File: config.mk
export PLATFORM = sky130hd
export DESIGN_NAME = calendar_date_to_epoch_seconds_flat
export DESIGN_NICKNAME = d
export VERILOG_FILES = /design/src/rtl/cdes_pkg.sv /design/src/rtl/cdes_if.sv /design/src/rtl/calendar_date_to_epoch_seconds.sv /design/src/flat_wrapper.sv
export VERILOG_INCLUDE_DIRS = /design/src /design/src/rtl
export SDC_FILE = /design/constraint.sdc
export NUM_CORES = 1
export LEC_CHECK = 0
export BUFFER_PORTS_ARGS = -buffer_cell sky130_fd_sc_hd__buf_2
export CAP_MARGIN = 40
export CORE_UTILIZATION = 58
export CTS_CLUSTER_DIAMETER = 150
export DETAILED_ROUTE_END_ITERATION = 7
export GPL_TIMING_DRIVEN = 0
export PLACE_DENSITY = 0.79
export SKIP_LAST_GASP = 1
export SLEW_MARGIN = 15
export SYNTH_ARGS = -nofsm -noshare
export SYNTH_HDL_FRONTEND = slang
export SYNTH_SLANG_ARGS = --single-unit
File: constraint.sdc
create_clock -name i_clk -period 8.2 [get_ports i_clk]
set_clock_uncertainty 0.15 [all_clocks]
set_input_delay 1.64 -clock i_clk [delete_from_list [all_inputs] [get_ports i_clk]]
set_output_delay 1.64 -clock i_clk [all_outputs]
set_load 0.005 [all_outputs]
File: src/rtl/assert_macros.svh
// ----------------------------------------------------------------------------
// assert_macros.svh
// Concurrent assertion shorthands, clocked on the rising edge, off in reset.
// ----------------------------------------------------------------------------
`ifndef ASSERT_MACROS_SVH
`define ASSERT_MACROS_SVH

// Same-cycle implication.
`define ASSERT_IMPL(label, clk, rst_n, ante, cons, msg) \
    label: assert property (@(posedge clk) disable iff (!(rst_n)) (ante) |-> (cons)) \
        else $error(msg);

// Next-cycle implication.
`define ASSERT_NEXT(label, clk, rst_n, ante, cons, msg) \
    label: assert property (@(posedge clk) disable iff (!(rst_n)) (ante) |=> (cons)) \
        else $error(msg);

`endif

File: src/rtl/cdes_pkg.sv
// ----------------------------------------------------------------------------
// cdes_pkg
// Word types, pipeline stage types, constants and the month table.
// ----------------------------------------------------------------------------
`timescale 1ns / 1ps

package cdes_pkg;

    localparam int unsigned EPOCH_YEAR   = 1970;
    localparam int unsigned EPOCH_DAYNUM = 719529;
    localparam int unsigned SECS_PER_DAY = 86400;
    localparam int unsigned SECS_PER_HR  = 3600;
    localparam int unsigned SECS_PER_MIN = 60;
    localparam int unsigned YEAR_DAYS    = 365;
    localparam int unsigned CENTURY      = 100;
    // floor(x / 25) == (x * RECIP25) >> RECIP_SHIFT for x < 4096
    localparam int unsigned RECIP25      = 5243;
    localparam int unsigned RECIP_SHIFT  = 17;

    typedef struct packed {
        logic [13:0] year;
        logic [3:0]  month;
        logic [4:0]  day;
        logic [4:0]  hour;
        logic [5:0]  minute;
        logic [5:0]  second;
    } t_in_word;

    typedef struct packed {
        logic [37:0] epoch_seconds;
        logic [21:0] epoch_days;
        logic        before_epoch;
    } t_out_word;

    // stage 1: products and partial day sum
    typedef struct packed {
        logic        pre;       // year before epoch
        logic [13:0] year;
        logic [23:0] base;      // year*365 + day + 1 + days before month
        logic        mgt2;      // month past February
        logic [11:0] pdiv4;     // (year-1)/4
        logic [24:0] prod_p;    // ((year-1)/4) * RECIP25
        logic [24:0] prod_y;    // (year/4) * RECIP25
        logic [16:0] tod_h;
        logic [11:0] tod_ms;
    } t_s1;

    // stage 2: signed day offset and time of day
    typedef struct packed {
        logic               pre;
        logic signed [23:0] d;
        logic [16:0]        tod;
    } t_s2;

    // stage 3: day offset scaled to seconds
    typedef struct packed {
        logic               pre;
        logic signed [40:0] prod;
        logic signed [23:0] days;
        logic [16:0]        tod;
    } t_s3;

    // stage 4: final values, untruncated
    typedef struct packed {
        logic        pre;
        logic [38:0] secs;
        logic [22:0] days;
    } t_s4;

    // cumulative days before month; month 0 as January, above 12 as December
    function automatic logic [8:0] days_before_month(input logic [3:0] m);
        logic [8:0] r;
        case (m) inside
            4'd0, 4'd1: r = 9'd0;
            4'd2:       r = 9'd31;
            4'd3:       r = 9'd59;
            4'd4:       r = 9'd90;
            4'd5:       r = 9'd120;
            4'd6:       r = 9'd151;
            4'd7:       r = 9'd181;
            4'd8:       r = 9'd212;
            4'd9:       r = 9'd243;
            4'd10:      r = 9'd273;
            4'd11:      r = 9'd304;
            default:    r = 9'd334;
        endcase
        return r;
    endfunction

endpackage

File: src/rtl/cdes_if.sv
// ----------------------------------------------------------------------------
// cdes_if
// Valid/ready channels for date words in and epoch words out.
// ----------------------------------------------------------------------------
`timescale 1ns / 1ps

interface cdes_in_if;
    logic               valid;
    logic               ready;
    cdes_pkg::t_in_word data;

    modport source (output valid, output data, input ready);
    modport sink   (input valid, input data, output ready);
endinterface

interface cdes_out_if;
    logic                valid;
    logic                ready;
    cdes_pkg::t_out_word data;

    modport source (output valid, output data, input ready);
    modport sink   (input valid, input data, output ready);
endinterface

File: src/rtl/calendar_date_to_epoch_seconds.sv
// ----------------------------------------------------------------------------
// calendar_date_to_epoch_seconds
// Gregorian date and time of day to Unix epoch seconds and whole days.
// ----------------------------------------------------------------------------
// Takes one date word per cycle while the input is ready and returns one
// epoch word per word taken, in order, through a four-stage register
// pipeline; with the sink ready a word enters and leaves in every cycle.
// Each stage holds its word only while the stage after it is full and
// stalled, so bubbles close up and the input keeps taking words while a
// result waits at the output. Years before 1970 give zero seconds and days
// with before_epoch set. Fields are not range checked: a day, hour, minute
// or second out of range simply adds its weight, month 0 counts as January
// and months above 12 as December. Far enough past year 9999 the outputs
// wrap to their widths.
// ----------------------------------------------------------------------------
`timescale 1ns / 1ps
`include "assert_macros.svh"

module calendar_date_to_epoch_seconds (
    input  logic       i_clk,
    input  logic       i_rst_n,
    cdes_in_if.sink    i_in,
    cdes_out_if.source o_out
);

    // Stage valid bits, and the per-stage load enables.
    // en[k] is high when stage k may take a new word; en[4] is the sink.
    logic [3:0] r_v;
    logic [4:0] en;

    cdes_pkg::t_s1 r_s1, n_s1;
    cdes_pkg::t_s2 r_s2, n_s2;
    cdes_pkg::t_s3 r_s3, n_s3;
    cdes_pkg::t_s4 r_s4, n_s4;

    always_comb begin
        en[4] = o_out.ready;
        for (int k = 3; k >= 0; k--) begin
            en[k] = !r_v[k] || en[k+1];
        end
    end

    assign i_in.ready = en[0];

    // ------------------------------------------------------------------
    // Stage 1: constant products, month table, partial sums.
    // Leap days of earlier years need (year-1)/100, done as
    // ((year-1)/4)/25 with a reciprocal multiply; same for year/100.
    // ------------------------------------------------------------------
    logic [13:0] ym1;
    logic [11:0] ym1_q4;
    logic [11:0] y_q4;

    always_comb begin
        ym1    = i_in.data.year - 14'd1;
        ym1_q4 = ym1[13:2];
        y_q4   = i_in.data.year[13:2];

        n_s1.pre    = (i_in.data.year < 14'(cdes_pkg::EPOCH_YEAR));
        n_s1.year   = i_in.data.year;
        n_s1.base   = 24'(i_in.data.year) * 24'(cdes_pkg::YEAR_DAYS)
                    + 24'(i_in.data.day) + 24'd1
                    + 24'(cdes_pkg::days_before_month(i_in.data.month));
        n_s1.mgt2   = (i_in.data.month > 4'd2);
        n_s1.pdiv4  = ym1_q4;
        n_s1.prod_p = 25'(ym1_q4) * 25'(cdes_pkg::RECIP25);
        n_s1.prod_y = 25'(y_q4) * 25'(cdes_pkg::RECIP25);
        n_s1.tod_h  = 17'(i_in.data.hour) * 17'(cdes_pkg::SECS_PER_HR);
        n_s1.tod_ms = 12'(i_in.data.minute) * 12'(cdes_pkg::SECS_PER_MIN)
                    + 12'(i_in.data.second);
    end

    // ------------------------------------------------------------------
    // Stage 2: century corrections, leap year test, day offset from epoch.
    // From 1970 on, the offset goes negative only for January day 0 of 1970, as -1.
    // ------------------------------------------------------------------
    logic [7:0]  q100p, q400p, q100y;
    logic        leap;
    logic [23:0] dsum;

    always_comb begin
        q100p = r_s1.prod_p[cdes_pkg::RECIP_SHIFT +: 8];
        q400p = {2'b00, q100p[7:2]};
        q100y = r_s1.prod_y[cdes_pkg::RECIP_SHIFT +: 8];
        // divisible by 4, and either not by 100 or also by 400
        leap  = (r_s1.year[1:0] == 2'b00)
             && ((15'(q100y) * 15'(cdes_pkg::CENTURY) != {1'b0, r_s1.year})
                 || (q100y[1:0] == 2'b00));
        dsum  = r_s1.base + 24'(leap && r_s1.mgt2) + 24'(r_s1.pdiv4)
              - 24'(q100p) + 24'(q400p) - 24'(cdes_pkg::EPOCH_DAYNUM);

        n_s2.pre = r_s1.pre;
        n_s2.d   = $signed(dsum);
        n_s2.tod = 17'(r_s1.tod_h) + 17'(r_s1.tod_ms);
    end

    // ------------------------------------------------------------------
    // Stage 3: scale days to seconds. The time of day stays below two
    // days, so the whole-day count gains at most one.
    // ------------------------------------------------------------------
    logic carry;

    always_comb begin
        carry     = (r_s2.tod >= 17'(cdes_pkg::SECS_PER_DAY));
        n_s3.pre  = r_s2.pre;
        n_s3.prod = 41'(r_s2.d) * 41'sd86400;
        n_s3.days = r_s2.d + $signed({23'd0, carry});
        n_s3.tod  = r_s2.tod;
    end

    // ------------------------------------------------------------------
    // Stage 4: add time of day; a negative total and pre-epoch years
    // clamp to zero.
    // ------------------------------------------------------------------
    logic [40:0] secs_sum;

    always_comb begin
        secs_sum = r_s3.prod + 41'(r_s3.tod);
        n_s4.pre = r_s3.pre;
        if (r_s3.pre || r_s3.days[23]) begin
            n_s4.secs = '0;
            n_s4.days = '0;
        end else begin
            n_s4.secs = secs_sum[38:0];
            n_s4.days = r_s3.days[22:0];
        end
    end

    // Valid bits: reset, and load from upstream whenever enabled.
    always_ff @(posedge i_clk) begin
        if (!i_rst_n) begin
            r_v <= '0;
        end else begin
            if (en[0]) r_v[0] <= i_in.valid;
            if (en[1]) r_v[1] <= r_v[0];
            if (en[2]) r_v[2] <= r_v[1];
            if (en[3]) r_v[3] <= r_v[2];
        end
    end

    // Payload: no reset.
    always_ff @(posedge i_clk) begin
        if (en[0]) r_s1 <= n_s1;
        if (en[1]) r_s2 <= n_s2;
        if (en[2]) r_s3 <= n_s3;
        if (en[3]) r_s4 <= n_s4;
    end

    assign o_out.valid              = r_v[3];
    assign o_out.data.epoch_seconds = r_s4.secs[37:0];
    assign o_out.data.epoch_days    = r_s4.days[21:0];
    assign o_out.data.before_epoch  = r_s4.pre;

    // ------------------------------------------------------------------
    // Assertions
    // ------------------------------------------------------------------
    // Pre-epoch results carry zero fields.
    `ASSERT_IMPL(a_pre_zero, i_clk, i_rst_n, r_v[3] && r_s4.pre,
        (r_s4.secs == 39'd0) && (r_s4.days == 23'd0), "pre-epoch word not zero")

    // Days is the floor of seconds over one day.
    `ASSERT_IMPL(a_days_floor, i_clk, i_rst_n, r_v[3],
        ((40'(r_s4.days) * 40'd86400) <= 40'(r_s4.secs))
        && (40'(r_s4.secs) < (40'(r_s4.days) * 40'd86400 + 40'd86400)),
        "days and seconds disagree")

    // An empty output stage never blocks the input.
    `ASSERT_IMPL(a_no_block, i_clk, i_rst_n, !r_v[3], i_in.ready,
        "input stalled with empty output stage")

    // A stalled result is not dropped.
    `ASSERT_NEXT(a_hold, i_clk, i_rst_n, r_v[3] && !o_out.ready, r_v[3],
        "stalled result lost")

endmodule

File: src/flat_wrapper.sv
// flat-port wrapper written by rule: the top's interface ports become plain ports
module calendar_date_to_epoch_seconds_flat 
  (i_clk, i_rst_n, i_in_valid, i_in_data, i_in_ready, o_out_valid, o_out_data, o_out_ready);
  cdes_in_if i_in_i ();
  cdes_out_if o_out_i ();
  input  logic i_clk;
  input  logic i_rst_n;
  input wire logic [$bits(i_in_i.valid)-1:0] i_in_valid;
  input wire logic [$bits(i_in_i.data)-1:0] i_in_data;
  output wire logic [$bits(i_in_i.ready)-1:0] i_in_ready;
  output wire logic [$bits(o_out_i.valid)-1:0] o_out_valid;
  output wire logic [$bits(o_out_i.data)-1:0] o_out_data;
  input wire logic [$bits(o_out_i.ready)-1:0] o_out_ready;
  assign i_in_i.valid = i_in_valid;
  assign i_in_i.data = i_in_data;
  assign i_in_ready = i_in_i.ready;
  assign o_out_valid = o_out_i.valid;
  assign o_out_data = o_out_i.data;
  assign o_out_i.ready = o_out_ready;
  calendar_date_to_epoch_seconds u_core (.i_clk(i_clk), .i_rst_n(i_rst_n), .i_in(i_in_i), .o_out(o_out_i));
endmodule
* After elaboration in Yosys (flattened, before gate mapping)
Index checks and enable logic that the tools add are counted.
** Cells by class
- Add/subtract/negate cells :: 13
- Reduce and logical (&&, ||, !) cells :: 16
- Multipliers :: 7
- Multiplexer cells :: 11
- $lt $le $gt $ge :: 3
- Equal/unequal tests :: 12
** Operators with widths (number)
- $mux W9 :: 10
- $mul A12 B13 Y25 const B :: 2
- $add A38 B17 Y38 :: 1
- $mul A24 B11 Y31 const B :: 1
- $add A23 B5 Y24 :: 1
- $add A24 B1 Y24 :: 1
- $add A24 B1 Y24 const B :: 1
- $add A24 B12 Y24 :: 1
- $add A24 B2 Y24 :: 1
- $add A24 B6 Y24 :: 1
- $add A24 B9 Y24 :: 1
- $sub A24 B20 Y24 const B :: 1
- $sub A24 B8 Y24 :: 1
- $mul A14 B9 Y23 const B :: 1
- $add A17 B12 Y17 :: 1
- $ge A17 B17 Y1 const B :: 1
- $eq A4 B3 Y1 const B :: 4
- $eq A4 B4 Y1 const B :: 4
- $ne A15 B14 Y1 :: 1
- $lt A14 B11 Y1 const B :: 1
- $sub A14 B1 Y14 const B :: 1
- $mul A5 B8 Y13 const B :: 1
- $mul A8 B5 Y13 const B :: 1
- $add A12 B6 Y12 :: 1
- 11 further kinds :: 22
** Storage, ports and cells
- Logic and storage cells :: 85
- Register bits after elaboration :: 307
- Input bits :: 44

* Depth between registers and ports, before layout
- Word-level depth :: 13
- Mapped depth :: 25
- Gate-level depth less buffers :: 25

* Worst setup path after synthesis
No wires, ideal clock.
- Kind :: in2reg
- From :: in i_in_data[29]
- To :: reg u_core.r_s1, in the netlist u_core.q100p[7], data pin
- Stages on the path :: 23
- Library setup time :: 264 ps
- Path buffers :: 0
- Path slack :: 397 ps
- Required time :: 7786 ps
- Arrival time :: 7389 ps
- Path through :: inv_1 -> ha_1 -> nand2_1 -> nor3_1 -> o21ai_0 -> a21boi_0 -> nand3_1 -> xnor2_1 -> inv_1 -> fa_1 -> inv_1 -> fa_1 -> inv_1 -> fa_1 -> fa_1 -> fa_1 -> ha_1 -> nand3_1 -> or3_1 -> a41o_1 -> a21oi_1 -> and4b_1 -> nor3_1
** RTL lines
- start, declared :: line flat_wrapper.sv:9 : input wire logic [$bits(i_in_i.data)-1:0] i_in_data;
- end signal, assigned :: line calendar_date_to_epoch_seconds.sv:143 : if (en[0]) r_s1 <= n_s1;
- end, declared :: line calendar_date_to_epoch_seconds.sv:31 : cdes_pkg::t_s1 r_s1, n_s1;

==> impl_metrics.ini <==
[global_route]
grt_overflow_total = 0
antenna_violations_before_repair = 0
groute.usage.overall_pct = 22.2
pin_count_of_the_biggest_net_entering_global_routing = 69
grt_first_pass_wirelength_um = 86600
number_of_global_route_vias_before_repair = 18900

[die]
core-area_sq_um = 46500
top_level_ports = 107
horizontal_extent_of_the_die_um = 219
initial_core_util_pct = 58.6
core.rowCount = 79
floorplan.die.height_um = 219
die-area_sq_um = 47800

[timing]
setup_viol = 0
maxSlewHeadroom_pct = 40.8
worst_slew_pin_slew_ns = 0.882
rsz0062_at_grt = false
hold_violations = 0
period_share_pct = 96.7
period_minus_slack_ns = 7.93
fmax_mhz = 126
timing.final.max_slew_violations = 0

[placement]
io_buffers = 106
detailed_place_hpwl_um = 41900
gp_congestion = 0.877
placement.cell_area_sq_um = 28700

[finish]
layout.cell_area.non_filler_sq_um = 29700
multiInputGateArea_sq_um = 17200
seq_area_sq_um = 8100
antennaDiodeCount = 0
fin_nets = 3425
syn_to_final_growth_pct = 8.88
filler_cell_count = 3521
layout-drive-gt1-share_pct = 7.32

[route]
routed_via_density = 5.44
drcViolationCount = 0
drtIter0Drc = 908
route.vias.total = 17800
final_antenna_net_count = 0
route.final.wire_length_um = 50400
route.detailed.wl_per_inst_um = 15.4
detail_route.first_pass.iterations = 7

[clocking]
postCtsHoldBufs = 0
maximum_buffer_depth_of_the_clock_tree = 3
insertion_delay_ns = 0.57
numCtsBuffers = 30
clk_pin_slew_ns = 0.06
root_buffer = clkbuf_16
cts_tree = done
sinks_on_clock_net = 271
cts_htree_levels = 1

[run_status]
status = completed

[synthesis]
synth.top_cells.by_count = inv_1, ha_1, edfxtp_1
synth-main-ff-cell = edfxtp_1
synth_largest_type_area_fraction_pct = 29.4
post_synth_inst_count = 2488
synth.cell_area_sq_um = 27200
yosysMostFrequentCell = inv_1
total_of_flip_flops_plus_latches_after_synthesis = 271
synthArstFlopShare_pct = 0
synth_nets = 3273
yosys.area.top_type = edfxtp_1
synth_cell_types = 76
synth_edf_count = 267
synthesis.area_per_instance_sq_um = 10.9
yosysWarningCount = 0
synth.top_cells.by_area = edfxtp_1, ha_1, fa_1
synth-seq-area-share_pct = 29.7

[critical_path]
worst_setup_path_end_kind = flop
crit_path_start_kind = input port
required_ns = 8.36
timing.setup.critical_path_class = input port to flop
crit_fanout = 9
crit_arrival_ns = 8.09

[run]
drv_cap = 0

[hold_path]
hold_path.class = flop to flop
## stage by stage
stage / worst slack, ns / std cells / utilization, % / hold WS [ns] / TNS, ns
after global placement: -0.902 / 3201 / 61.4 / 0.256 / -4.98
after detailed placement: -0.821 / 3211 / 61.7 / 0.261 / -3.72
after global routing: 0.0414 / 3270 / 63.8 / 0.288 / 0
after floorplan: 0.397 / 2488 / - / 0.250 / 0
final: 0.273 / 3270 / 63.8 / 0.275 / 0
after CTS: 0.0225 / 3266 / 63.8 / 0.275 / 0
## final timing paths
path / cells after the start / end / slack, ns / startpoint
max: 25 / u_core.q100p[7] / 0.27 / i_in_data[29]
min: 0 / u_core.r_s3[6] / 0.27 / u_core.n_s3[6]
max reg2reg: 23 / u_core.r_s2[40] / 0.80 / u_core.q100y[2]
min reg2reg: 0 / u_core.r_s3[6] / 0.27 / u_core.n_s3[6]
## layout make-up
type,instances,area share (%)
Multi-Input combinational cell,1680,57.8
Sequential cell,271,27.3
Inverter,514,6.50
Tap cell,607,2.56
Clock buffer,32,2.56
Timing Repair Buffer,120,2.32
Clock inverter,23,0.616
Buffer,23,0.295
## cells in the final DEF, fill, tap and decap left out, types with 11 or more instances in the layout
cell type	netlist	layout
o21a_1	23	23
xor2_1	58	58
nand4_1	12	12
nor3_1	24	24
nand3_1	34	34
a21oi_1	115	114
clkbuf_1	22	24
nand2b_1	14	14
o21ai_1	24	25
and2_1	37	37
edfxtp_1	267	267
nor2b_1	20	20
o211ai_1	19	19
ha_1	499	499
o21bai_1	11	11
nor2_1	86	86
and3_1	11	11
xnor2_1	115	114
buf_2	1	107
inv_1	512	510
o21ai_0	45	44
a21o_1	43	43
fa_1	242	242
nand2_1	88	86
a211oi_1	13	13
clkbuf_16	0	30
## state kept, by name, summed over array words and instances, names as in the netlist, 4 cells and up
signal	count
u_core.n_s3	18
u_core.r_s3	71
u_core.r_s1	75
u_core.q100p	8
u_core.r_s2	24
u_core.r_v	4
u_core.o_out.data	61
u_core.q100y	8
## worst max-delay path, stage by stage
cell	delay [ns]
buf_2	0.26
inv_1	0.17
ha_1	0.22
nand2_1	0.11
nor3_1	0.08
o21ai_1	0.27
a21boi_2	0.12
xnor2_2	0.43
inv_1	0.18
fa_1	0.52
inv_1	0.08
fa_1	0.50
inv_1	0.06
fa_1	0.55
inv_1	0.06
fa_1	0.50
fa_1	0.51
ha_1	0.35
and4_1	0.22
nand3_1	0.08
or3_1	0.37
a41o_1	0.27
a21oi_2	0.26
and4b_1	0.23
nor3_1	0.05
## layer usage
layer  vias to the layer above  share of wire [%]  track usage (%)
met4                         0                3.0             6.90
met5                         -                  0                0
li1                       8762                  -                -
met3                       103                3.7             2.25
met2                       386                 50             40.8
met1                      8545                 43             27.1
## repair_timing
action | in CTS | in global routing
resized for setup | 1 | 4
pin swaps | 0 | 1
buffers inserted | 0 | 2
endpoints found under the setup margin | 3 | 3
## cell families (layout without fill, tap and decap cells)
logic type | count (synthesis) | in the layout | synth area share [%]
compound gates | 384 | 384 | 9.40
xor+xnor | 173 | 173 | 5.56
fa+ha+maj | 741 | 741 | 40.7
buf+inv | 537 | 712 | 7.40
flops | 271 | 271 | 29.7
mux | 5 | 5 | 0.188
simple gates | 377 | 377 | 7.02
Power is left out: the tool's default activity adds up to more than one toggle a clock period on the data nets, which glitch-free logic cannot reach.
